[config.mk]
export PLATFORM = sky130hd
export DESIGN_NAME = stepper_half_step_sequencer
export DESIGN_NICKNAME = d
export VERILOG_FILES = /design/src/stpr_pkg.sv /design/src/stepper_half_step_sequencer.sv /design/src/stpr_front.sv /design/src/stpr_queue.sv /design/src/stpr_back.sv
export SDC_FILE = /design/constraint.sdc
export NUM_CORES = 1
export LEC_CHECK = 0
export BUFFER_PORTS_ARGS = -buffer_cell sky130_fd_sc_hd__buf_4
export CAP_MARGIN = 15
export CORE_MARGIN = 5
export CORE_UTILIZATION = 65
export DETAILED_ROUTE_END_ITERATION = 10
export PLACE_DENSITY_LB_ADDON = 0.08
export SETUP_SLACK_MARGIN = 0.5
export SYNTH_ARGS = -nofsm -noshare
export SYNTH_HDL_FRONTEND = slang
export SYNTH_HIERARCHICAL = 1
export SYNTH_SLANG_ARGS = --single-unit
[constraint.sdc]
create_clock -name clock -period 9.95 [get_ports clock]
set_input_delay 0.995 -clock clock [delete_from_list [all_inputs] [get_ports clock]]
set_output_delay 0.995 -clock clock [all_outputs]
set_load 0.02 [all_outputs]
[src/stpr_pkg.sv]
// ----------------------------------------------------------------------------
// Stepper half-step sequencer package
// Shared types, codes, widths and the half-step beat table.
// ----------------------------------------------------------------------------
package stpr_pkg;

   localparam int unsigned SPEED_W    = 20;
   localparam int unsigned RATE_W     = 21;
   localparam int unsigned POS_W      = 32;
   localparam int unsigned PERIOD_W   = 16;
   localparam int unsigned DIV_W      = 32;
   localparam int unsigned REQ_DATA_W = 24;
   localparam int unsigned RSP_DATA_W = 40;
   localparam int unsigned CSR_IDX_W  = 1;

   localparam int unsigned DEF_TICK_HZ     = 1000000;
   localparam int unsigned DEF_MIN_STEP_HZ = 1;
   localparam int unsigned DEF_MAX_STEP_HZ = 1000;

   localparam logic OP_TICK  = 1'b0;
   localparam logic OP_SPEED = 1'b1;

   localparam logic [CSR_IDX_W-1:0] CSR_LOWER_LIMIT = 1'b0;
   localparam logic [CSR_IDX_W-1:0] CSR_UPPER_LIMIT = 1'b1;

   typedef enum logic [1:0] {
      KIND_TICK,
      KIND_SPEED,
      KIND_STOP
   } cmd_kind_type;

   typedef struct packed {
      cmd_kind_type      kind;
      logic              rev;
      logic [RATE_W-1:0] rate;
   } cmd_type;

   typedef enum logic [1:0] {
      ST_IDLE,
      ST_DIVIDE,
      ST_APPLY
   } back_state_type;

   function automatic logic [3:0] beat_pattern(input logic [2:0] idx);
      logic [3:0] pat;
      case (idx)
         3'd0: pat = 4'h1;
         3'd1: pat = 4'h3;
         3'd2: pat = 4'h2;
         3'd3: pat = 4'h6;
         3'd4: pat = 4'h4;
         3'd5: pat = 4'hC;
         3'd6: pat = 4'h8;
         3'd7: pat = 4'h9;
         default: pat = 4'h0;
      endcase
      return pat;
   endfunction

endpackage

[src/stepper_half_step_sequencer.sv]
// ----------------------------------------------------------------------------
// Stepper half-step sequencer
// Drives a four-coil unipolar stepper in eight-beat half-step order.
//
// Each req item is either a timer tick (tuser 0) or a signed speed command
// (tuser 1) in 1/16 steps per second. Every item yields exactly one rsp item
// with the coil drive, position and running, stepped and held flags.
// Limits are written on the csr channel, which is always ready; write them
// only while no item is in flight.
// Tick and stop items are answered straight from the idle state. A speed item
// first runs the bit-serial period divider, which retires one quotient bit
// per cycle over 32 bits, and then applies the new period.
// Items are worked off one at a time by the step engine; a two-entry queue
// keeps req accepting while it is busy and while a result waits on rsp.
// When rsp stalls, the result register holds and the queue fills, after which
// req_tready drops. Reset empties the queue, stops the motor with all coils
// off, clears the position and restores both limits to the full range.
// ----------------------------------------------------------------------------
module stepper_half_step_sequencer #(
   parameter int unsigned TICK_HZ     = stpr_pkg::DEF_TICK_HZ,
   parameter int unsigned MIN_STEP_HZ = stpr_pkg::DEF_MIN_STEP_HZ,
   parameter int unsigned MAX_STEP_HZ = stpr_pkg::DEF_MAX_STEP_HZ
) (
   input  logic                                 clock,
   input  logic                                 reset,
   input  logic                                 req_tvalid,
   output logic                                 req_tready,
   input  logic [stpr_pkg::REQ_DATA_W-1:0]      req_tdata,  // speed[19:0], zero pad
   input  logic                                 req_tuser,  // op
   output logic                                 rsp_tvalid,
   input  logic                                 rsp_tready,
   // coils[3:0], position[35:4], running[36], stepped[37], held_at_limit[38], pad
   output logic [stpr_pkg::RSP_DATA_W-1:0]      rsp_tdata,
   input  logic                                 csr_valid,
   output logic                                 csr_ready,
   input  logic [stpr_pkg::CSR_IDX_W-1:0]       csr_index,
   input  logic [stpr_pkg::POS_W-1:0]           csr_data
);
   import stpr_pkg::*;

   logic    push_valid;
   logic    push_ready;
   cmd_type push_cmd;
   logic    cmd_valid;
   logic    cmd_pop;
   cmd_type cmd;

   assign csr_ready = 1'b1;

   stpr_front #(
      .MIN_STEP_HZ (MIN_STEP_HZ),
      .MAX_STEP_HZ (MAX_STEP_HZ)
   ) u_front (
      .req_tvalid (req_tvalid),
      .req_tready (req_tready),
      .req_tdata  (req_tdata),
      .req_tuser  (req_tuser),
      .push_valid (push_valid),
      .push_ready (push_ready),
      .push_cmd   (push_cmd)
   );

   stpr_queue u_queue (
      .clock     (clock),
      .reset     (reset),
      .in_valid  (push_valid),
      .in_ready  (push_ready),
      .in_cmd    (push_cmd),
      .out_valid (cmd_valid),
      .out_pop   (cmd_pop),
      .out_cmd   (cmd)
   );

   stpr_back #(
      .TICK_HZ     (TICK_HZ),
      .MIN_STEP_HZ (MIN_STEP_HZ),
      .MAX_STEP_HZ (MAX_STEP_HZ)
   ) u_back (
      .clock      (clock),
      .reset      (reset),
      .cmd_valid  (cmd_valid),
      .cmd_pop    (cmd_pop),
      .cmd        (cmd),
      .csr_valid  (csr_valid && csr_ready),
      .csr_index  (csr_index),
      .csr_data   (csr_data),
      .rsp_tvalid (rsp_tvalid),
      .rsp_tready (rsp_tready),
      .rsp_tdata  (rsp_tdata)
   );

endmodule

[src/stpr_front.sv]
// ----------------------------------------------------------------------------
// Stepper sequencer front end
// Accepts request items and classifies them as tick, speed or stop commands,
// taking the speed magnitude and clamping it to the allowed step rate range.
// ----------------------------------------------------------------------------
module stpr_front #(
   parameter int unsigned MIN_STEP_HZ = stpr_pkg::DEF_MIN_STEP_HZ,
   parameter int unsigned MAX_STEP_HZ = stpr_pkg::DEF_MAX_STEP_HZ
) (
   input  logic                                 req_tvalid,
   output logic                                 req_tready,
   input  logic [stpr_pkg::REQ_DATA_W-1:0]      req_tdata,
   input  logic                                 req_tuser,
   output logic                                 push_valid,
   input  logic                                 push_ready,
   output stpr_pkg::cmd_type                    push_cmd
);
   import stpr_pkg::*;

   localparam logic [RATE_W-1:0] RATE_LO = RATE_W'(16 * MIN_STEP_HZ);
   localparam logic [RATE_W-1:0] RATE_HI = RATE_W'(16 * MAX_STEP_HZ);

   logic signed [SPEED_W-1:0] speed;
   logic                      neg;
   logic [SPEED_W-1:0]        mag;
   logic [RATE_W-1:0]         mag_ext;
   logic [RATE_W-1:0]         rate_lo_clamped;

   assign speed           = req_tdata[SPEED_W-1:0];
   assign neg             = speed[SPEED_W-1];
   assign mag             = neg ? (~speed + 1'b1) : speed;
   assign mag_ext         = {1'b0, mag};
   assign rate_lo_clamped = (mag_ext < RATE_LO) ? RATE_LO : mag_ext;

   always_comb begin
      push_cmd.rev  = neg;
      push_cmd.rate = (rate_lo_clamped > RATE_HI) ? RATE_HI : rate_lo_clamped;
      if (req_tuser == OP_TICK) begin
         push_cmd.kind = KIND_TICK;
      end else if (mag_ext < RATE_LO) begin
         push_cmd.kind = KIND_STOP;
      end else begin
         push_cmd.kind = KIND_SPEED;
      end
   end

   assign push_valid = req_tvalid;
   assign req_tready = push_ready;

endmodule

[src/stpr_queue.sv]
// ----------------------------------------------------------------------------
// Stepper sequencer command queue
// Two-entry queue that decouples the front end from the step engine.
// ----------------------------------------------------------------------------
module stpr_queue (
   input  logic              clock,
   input  logic              reset,
   input  logic              in_valid,
   output logic              in_ready,
   input  stpr_pkg::cmd_type in_cmd,
   output logic              out_valid,
   input  logic              out_pop,
   output stpr_pkg::cmd_type out_cmd
);
   import stpr_pkg::*;

   cmd_type    entries_ff [2];
   logic       wr_ptr_ff;
   logic       wr_ptr_in;
   logic       rd_ptr_ff;
   logic       rd_ptr_in;
   logic [1:0] count_ff;
   logic [1:0] count_in;
   logic       push;
   logic       pop;

   assign in_ready  = (count_ff != 2'd2);
   assign out_valid = (count_ff != 2'd0);
   assign out_cmd   = entries_ff[rd_ptr_ff];
   assign push      = in_valid && in_ready;
   assign pop       = out_pop && out_valid;

   always_comb begin
      wr_ptr_in = push ? ~wr_ptr_ff : wr_ptr_ff;
      rd_ptr_in = pop ? ~rd_ptr_ff : rd_ptr_ff;
      count_in  = count_ff;
      if (push && !pop) begin
         count_in = count_ff + 2'd1;
      end else if (pop && !push) begin
         count_in = count_ff - 2'd1;
      end
   end

   always_ff @(posedge clock) begin
      if (reset) begin
         wr_ptr_ff <= 1'b0;
         rd_ptr_ff <= 1'b0;
         count_ff  <= 2'd0;
      end else begin
         wr_ptr_ff <= wr_ptr_in;
         rd_ptr_ff <= rd_ptr_in;
         count_ff  <= count_in;
      end
   end

   always_ff @(posedge clock) begin
      if (push) begin
         entries_ff[wr_ptr_ff] <= in_cmd;
      end
   end

endmodule

[src/stpr_back.sv]
// ----------------------------------------------------------------------------
// Stepper sequencer step engine
// Executes queued commands: tick counting, limit checks and beat stepping,
// and a bit-serial divider that turns a step rate into a timer period.
// ----------------------------------------------------------------------------
module stpr_back #(
   parameter int unsigned TICK_HZ     = stpr_pkg::DEF_TICK_HZ,
   parameter int unsigned MIN_STEP_HZ = stpr_pkg::DEF_MIN_STEP_HZ,
   parameter int unsigned MAX_STEP_HZ = stpr_pkg::DEF_MAX_STEP_HZ
) (
   input  logic                                 clock,
   input  logic                                 reset,
   input  logic                                 cmd_valid,
   output logic                                 cmd_pop,
   input  stpr_pkg::cmd_type                    cmd,
   input  logic                                 csr_valid,
   input  logic [stpr_pkg::CSR_IDX_W-1:0]       csr_index,
   input  logic [stpr_pkg::POS_W-1:0]           csr_data,
   output logic                                 rsp_tvalid,
   input  logic                                 rsp_tready,
   output logic [stpr_pkg::RSP_DATA_W-1:0]      rsp_tdata
);
   import stpr_pkg::*;

   localparam longint unsigned RESET_RATE = (MIN_STEP_HZ > MAX_STEP_HZ) ?
                                            16 * MAX_STEP_HZ : 16 * MIN_STEP_HZ;
   localparam longint unsigned RESET_Q    = (64'(TICK_HZ) * 16) / RESET_RATE;
   localparam longint unsigned RESET_P    = (RESET_Q <= 1) ? 1 :
                                            (RESET_Q > 65536) ? 65535 : RESET_Q - 1;
   localparam logic [PERIOD_W-1:0] RESET_PERIOD = PERIOD_W'(RESET_P);
   localparam logic [DIV_W-1:0]    DIVIDEND     = DIV_W'(64'(TICK_HZ) * 64'd16);
   localparam int unsigned         ITER_W       = $clog2(DIV_W);
   localparam logic [ITER_W-1:0]   ITER_LAST    = ITER_W'(DIV_W - 1);
   localparam logic [DIV_W-1:0]    Q_MAX        = DIV_W'(65536);

   back_state_type           state_ff;
   back_state_type           state_in;
   logic signed [POS_W-1:0]  lower_ff;
   logic signed [POS_W-1:0]  upper_ff;
   logic [2:0]               phase_ff;
   logic [2:0]               phase_in;
   logic                     reverse_ff;
   logic                     reverse_in;
   logic signed [POS_W-1:0]  count_ff;
   logic signed [POS_W-1:0]  count_in;
   logic [PERIOD_W-1:0]      period_ff;
   logic [PERIOD_W-1:0]      period_in;
   logic [PERIOD_W-1:0]      tick_ff;
   logic [PERIOD_W-1:0]      tick_in;
   logic                     enabled_ff;
   logic                     enabled_in;
   logic [3:0]               coil_ff;
   logic [3:0]               coil_in;
   logic                     cmd_rev_ff;
   logic                     cmd_rev_in;
   logic [RATE_W-1:0]        divisor_ff;
   logic [RATE_W-1:0]        divisor_in;
   logic [RATE_W-1:0]        rem_ff;
   logic [RATE_W-1:0]        rem_in;
   logic [DIV_W-1:0]         quo_ff;
   logic [DIV_W-1:0]         quo_in;
   logic [ITER_W-1:0]        iter_ff;
   logic [ITER_W-1:0]        iter_in;
   logic                     rsp_valid_ff;
   logic                     rsp_valid_in;
   logic [RSP_DATA_W-1:0]    rsp_data_ff;
   logic [RSP_DATA_W-1:0]    rsp_data_in;

   logic                     out_free;
   logic                     out_load;
   logic                     stepped;
   logic                     held;
   logic [RATE_W:0]          rem_shift;
   logic [RATE_W+1:0]        rem_diff;
   logic [PERIOD_W-1:0]      new_period;

   assign out_free   = !rsp_valid_ff || rsp_tready;
   assign cmd_pop    = (state_ff == ST_IDLE) && cmd_valid && out_free;
   assign rsp_tvalid = rsp_valid_ff;
   assign rsp_tdata  = rsp_data_ff;

   assign rem_shift  = {rem_ff, quo_ff[DIV_W-1]};
   assign rem_diff   = {1'b0, rem_shift} - {2'b00, divisor_ff};
   assign new_period = (quo_ff <= DIV_W'(1)) ? PERIOD_W'(1) :
                       (quo_ff > Q_MAX) ? {PERIOD_W{1'b1}} :
                       PERIOD_W'(quo_ff - DIV_W'(1));

   always_comb begin
      state_in = state_ff;
      case (state_ff)
         ST_IDLE: begin
            if (cmd_pop && cmd.kind == KIND_SPEED) begin
               state_in = ST_DIVIDE;
            end
         end
         ST_DIVIDE: begin
            if (iter_ff == ITER_LAST) begin
               state_in = ST_APPLY;
            end
         end
         ST_APPLY: begin
            if (out_free) begin
               state_in = ST_IDLE;
            end
         end
         default: state_in = ST_IDLE;
      endcase
   end

   always_comb begin
      phase_in   = phase_ff;
      reverse_in = reverse_ff;
      count_in   = count_ff;
      period_in  = period_ff;
      tick_in    = tick_ff;
      enabled_in = enabled_ff;
      coil_in    = coil_ff;
      cmd_rev_in = cmd_rev_ff;
      divisor_in = divisor_ff;
      rem_in     = rem_ff;
      quo_in     = quo_ff;
      iter_in    = iter_ff;
      out_load   = 1'b0;
      stepped    = 1'b0;
      held       = 1'b0;
      case (state_ff)
         ST_IDLE: begin
            if (cmd_pop) begin
               case (cmd.kind)
                  KIND_SPEED: begin
                     cmd_rev_in = cmd.rev;
                     divisor_in = cmd.rate;
                     rem_in     = '0;
                     quo_in     = DIVIDEND;
                     iter_in    = '0;
                  end
                  KIND_STOP: begin
                     coil_in    = 4'h0;
                     enabled_in = 1'b0;
                     out_load   = 1'b1;
                  end
                  KIND_TICK: begin
                     out_load = 1'b1;
                     if (enabled_ff) begin
                        if (tick_ff >= period_ff) begin
                           tick_in = '0;
                           if (!reverse_ff) begin
                              if (count_ff >= upper_ff) begin
                                 held = 1'b1;
                              end else begin
                                 coil_in  = beat_pattern(phase_ff);
                                 phase_in = phase_ff + 3'd1;
                                 count_in = count_ff + 32'sd1;
                                 stepped  = 1'b1;
                              end
                           end else begin
                              if (count_ff <= lower_ff) begin
                                 held = 1'b1;
                              end else begin
                                 coil_in  = beat_pattern(phase_ff);
                                 phase_in = phase_ff - 3'd1;
                                 count_in = count_ff - 32'sd1;
                                 stepped  = 1'b1;
                              end
                           end
                        end else begin
                           tick_in = tick_ff + PERIOD_W'(1);
                        end
                     end
                  end
                  default: out_load = 1'b1;
               endcase
            end
         end
         ST_DIVIDE: begin
            iter_in = iter_ff + ITER_W'(1);
            if (!rem_diff[RATE_W+1]) begin
               rem_in = rem_diff[RATE_W-1:0];
               quo_in = {quo_ff[DIV_W-2:0], 1'b1};
            end else begin
               rem_in = rem_shift[RATE_W-1:0];
               quo_in = {quo_ff[DIV_W-2:0], 1'b0};
            end
         end
         ST_APPLY: begin
            if (out_free) begin
               out_load   = 1'b1;
               reverse_in = cmd_rev_ff;
               period_in  = new_period;
               enabled_in = 1'b1;
               if (!enabled_ff || tick_ff > new_period) begin
                  tick_in = '0;
               end
            end
         end
         default: begin
         end
      endcase

      rsp_data_in  = {1'b0, held, stepped, enabled_in, count_in, coil_in};
      rsp_valid_in = rsp_valid_ff && !rsp_tready;
      if (out_load) begin
         rsp_valid_in = 1'b1;
      end
   end

   always_ff @(posedge clock) begin
      if (reset) begin
         state_ff     <= ST_IDLE;
         lower_ff     <= 32'sh8000_0000;
         upper_ff     <= 32'sh7FFF_FFFF;
         phase_ff     <= 3'd0;
         reverse_ff   <= 1'b0;
         count_ff     <= '0;
         period_ff    <= RESET_PERIOD;
         tick_ff      <= '0;
         enabled_ff   <= 1'b0;
         coil_ff      <= 4'h0;
         rsp_valid_ff <= 1'b0;
      end else begin
         state_ff     <= state_in;
         phase_ff     <= phase_in;
         reverse_ff   <= reverse_in;
         count_ff     <= count_in;
         period_ff    <= period_in;
         tick_ff      <= tick_in;
         enabled_ff   <= enabled_in;
         coil_ff      <= coil_in;
         rsp_valid_ff <= rsp_valid_in;
         if (csr_valid) begin
            case (csr_index)
               CSR_LOWER_LIMIT: lower_ff <= csr_data;
               CSR_UPPER_LIMIT: upper_ff <= csr_data;
               default: begin
               end
            endcase
         end
      end
   end

   always_ff @(posedge clock) begin
      cmd_rev_ff <= cmd_rev_in;
      divisor_ff <= divisor_in;
      rem_ff     <= rem_in;
      quo_ff     <= quo_in;
      iter_ff    <= iter_in;
      if (out_load) begin
         rsp_data_ff <= rsp_data_in;
      end
   end

endmodule

==> results.txt <==
----------------------------------------------------
[Clocking]
  Worst skew pair latency ... 0.52 ns
  Number of buffers added by the clock tree synthesis step ... 35
  Buffer depth of the longest clock path ... 3
  Max H-tree Level ... 2
  Hold buffer count at CTS ... 0
  Post-cts repair resize count ... 0
  Clock input transition at the sequential cells of the worst setup and hold paths ... approximately 0.06 ns
  Clock tree from TritonCTS ... built
  Setup bufs post-CTS ... 0
  CTS Root Cell ... clkbuf_16
  Clk sink count ... ~320

[Detailed routing]
  Total iterations of the first detailed-routing run ... 6
  Routed length per instance ... about 17 µm
  Detailed Route WL ... 38000 µm
  Number of nets with antenna violations after detailed routing ... 0
  # DRC ... 0
  Detail-routed via count per cell ... 5.96
  Via Count ... 13200
  Starting DRT DRC Count ... 713

[STA]
  Tightest slew margin relative to the limit ... between 20 and 30%
  TNS Setup ... 0 ns
  Final period util ... between 40% and 50%
  Skew final ... 0.0218 ns
  Setup repair after global routing missed its margin ... no
  Number of failing hold endpoints at the final stage ... 0
  Transition time of the tightest slew-check pin ... roughly 1.1 ns
  Final-report max-slew violation count ... 0
  Final-report setup violation count ... 0
  Fmax achieved ... 204 MHz
  Shortest clock period the worst path allows after layout ... between 4 and 5 ns

[Finish]
  Area added between synthesis and finish ... 11.6%
  Post-route non-filler standard cell count ... roughly 2200
  Total inserted antenna cells ... 0
  Share of cells above drive strength 1 ... 12.6%
  Nets ... 2036

[Global route]
  Total global routing overflow ... 0
  Global-route wire length before repair ... around 63000 µm
  Total global-route track usage ... about a quarter
  Number of antenna violations at the first check in global routing ... 0
  Largest net degree at the start of global routing ... 96
  Vias in the first global route ... between 10000 and 15000

[Die]
  Die Footprint ... approximately 30000 µm²
  Core footprint ... roughly 27000 µm²
  Count of standard-cell rows ... 60
  Initial standard-cell utilization of the core ... about two thirds
  Number of placed I/O pins ... approximately 110
  DIE HEIGHT ... around 170 µm
  DIE WIDTH ... approximately 170 µm

[Setup path]
  Startpoint type of the worst setup path ... flop
  Worst Path Max Fanout ... 16
  Launch point of the worst reg-to-reg path ... u_back/quo_ff[3]
  Worst Path Required ... ~10 ns
  Depth of the worst register-to-register path ... 16
  Critical path start-end classification ... flop to flop
  R2r setup slk ... 5.05 ns
  Arrival time worst endpoint ... around 5.3 ns
  Setup crit end kind ... flop
  R2R Path End ... u_back/tick_ff[15]

[Pwr]
  Worst VDD drop ... ~0.15 mV
  Sum of internal, switching and leakage power ... around 4.0 mW
  Ratio of total power to cell area ... just over 200 nW/µm²
  Leakage power ... between 8 and 9 nW

[Flow run]
  Number of max-cap violations ... 0

[Yosys]
  Syn. warnings ... 6
  Main area contributors after synthesis ... edfxtp_1, dfxtp_1, ha_1, nand2_1, a21oi_1
  Cells after synthesis ... 1778
  Number of enable flip-flop cells after synthesis ... roughly 170
  Synth top cells by count ... edfxtp_1, nand2_1, dfxtp_1, inv_1, ha_1
  Cell variety after synth ... about 90
  Flop and latch count out of synthesis ... approximately 320
  Fraction of registers with async set or reset after synthesis ... 0%
  Post-synth design cell area ... between 15000 and 20000 µm²
  Commonest register cell after synthesis ... edfxtp_1
  Sequential area share after synthesis ... between 40% and 50%
  Mean Syn Cell Area ... 9.88 µm²
  Area leader, netlist ... edfxtp_1
  Area share of the largest cell type after synthesis ... 28.5%
  Most instantiated library cell after synthesis ... edfxtp_1

[Min path]
  Instance count along the most critical hold path ... 2
  WHS Endpoint ... u_back/lower_ff[4]
  Start point of the worst hold path ... u_back/lower_ff[4]
  Class of the tightest hold or removal check ... flop to flop

[Placed design]
  DPL Wire Length ... 26600 µm
  Placer congestion estimate ... 0.872
  Placed cells ... roughly 2100
  Number of buffers added on ports ... slightly below 100

[Outcome]
  Run status ... complete, no violations

----------------------------------------------------
## sequential cells by signal, indices dropped and copies added (netlist names), named ones only
name / flops
u_back/quo_ff: 32
u_back/phase_ff: 3
u_back/upper_ff: 32
u_back/rsp_tdata: 39
u_back/state_ff: 2
u_back/tick_ff: 16
u_back/enabled_ff: 1
u_back/period_ff: 16
u_back/count_ff: 32
u_back/iter_ff: 5
u_back/rem_ff: 21
u_back/reverse_ff: 1
u_queue/wr_ptr_ff: 1
u_queue/entries_ff: 48
u_back/divisor_ff: 21
u_back/rsp_tvalid: 1
u_back/cmd_rev_ff: 1
u_back/lower_ff: 32
u_back/coil_ff: 4
u_queue/count_ff: 2
u_queue/rd_ptr_ff: 1
## how the worst max path moves through the flow
stage                                start             endpoint  slack, ns  cells after the start
after global routing      u_back/quo_ff[3]   u_back/tick_ff[11]       4.66                     16
after global placement    u_back/quo_ff[3]   u_back/tick_ff[11]       5.32                     16
after floorplan                 rsp_tready  u_back/rsp_tdata[0]       5.29                      4
final                     u_back/quo_ff[3]   u_back/tick_ff[15]       5.05                     16
after detailed placement  u_back/quo_ff[3]   u_back/tick_ff[15]       5.13                     16
after CTS                 u_back/quo_ff[3]    u_back/tick_ff[9]       5.06                     16
## worst max-delay path, cell delays in order (launching register included)
cell and delay [ns]:
edfxtp_1 0.45, or3_4 0.42, or4_4 0.45, nor4_4 0.24, nand3b_2 0.14, nor4_4 0.69, a21o_1 0.17, ha_1 0.16
a21o_1 0.13, a21o_1 0.11, a21oi_1 0.06, o21ai_0 0.31, o31a_1 0.20, and2_1 0.29, nand4_1 0.38, or3_1 0.47
a21oi_1 0.15
## where the power goes
part           total, mW  internal (mW)  switching, mW
Combinational      0.978          0.396          0.581
Sequential          1.78           1.65          0.130
Clock               1.26          0.749          0.507
## layout by cell type (no fill, tap or decap), types with 29 or more instances in the layout
cell type	synthesis	layout
edfxtp_1	167	167
and2_1	30	30
nor3_1	39	39
a21o_1	33	33
inv_1	129	129
nand3_1	36	36
or3_1	29	29
nor2b_1	46	45
xor2_1	35	35
a21oi_1	100	100
a211o_1	49	49
xnor2_1	56	56
o21ai_0	51	50
ha_1	127	127
clkbuf_16	0	39
buf_4	14	111
nor2_1	103	103
and3_1	44	44
dfxtp_1	149	149
nand2_1	161	160
## layer usage
layer / GRT usage, % / part of all wire [%] / up-vias
met3: 3.48 / 4.6 / 72
met5: 0 / 0 / -
met1: 32.1 / 43 / 6251
met2: 43.6 / 50 / 351
li1: - / - / 6494
met4: 7.62 / 2.5 / 0
## area by class of cell
class	instances	area [µm²]
fillers	1930	7200
multi-input cells	1249	8690
clock inverters	16	106
inverters	129	484
repair buffers	113	876
well taps	341	427
flip-flops and latches	316	8000
clock buffers	46	1020
## cell families (layout without fill, tap and decap cells)
group | count (synthesis) | in the layout | synth area share (%)
other | 3 | 9 | 0.0641
adder cells (fa/ha/maj) | 129 | 129 | 9.27
XOR/XNOR | 94 | 94 | 4.81
flip-flops | 316 | 316 | 45.5
AO/OA/AOI/OAI | 344 | 344 | 13.2
multiplexers | 46 | 46 | 2.81
AND/OR/NAND/NOR | 627 | 627 | 19.1
buffers and inverters | 219 | 304 | 5.21
## through the flow
stage / area [µm²] / setup slack (ns) / util (%) / hold slack, ns
floorplan: 17600 / 5.29 / - / 0.435
finish: 19600 / 5.05 / 73.2 / 0.454
global route: 19600 / 4.66 / 73.2 / 0.471
CTS: 19600 / 5.06 / 73.1 / 0.454
global placement: 18400 / 5.32 / 68.8 / 0.444
detailed placement: 18500 / 5.13 / 68.9 / 0.446
(Power assumes the default switching activity.)
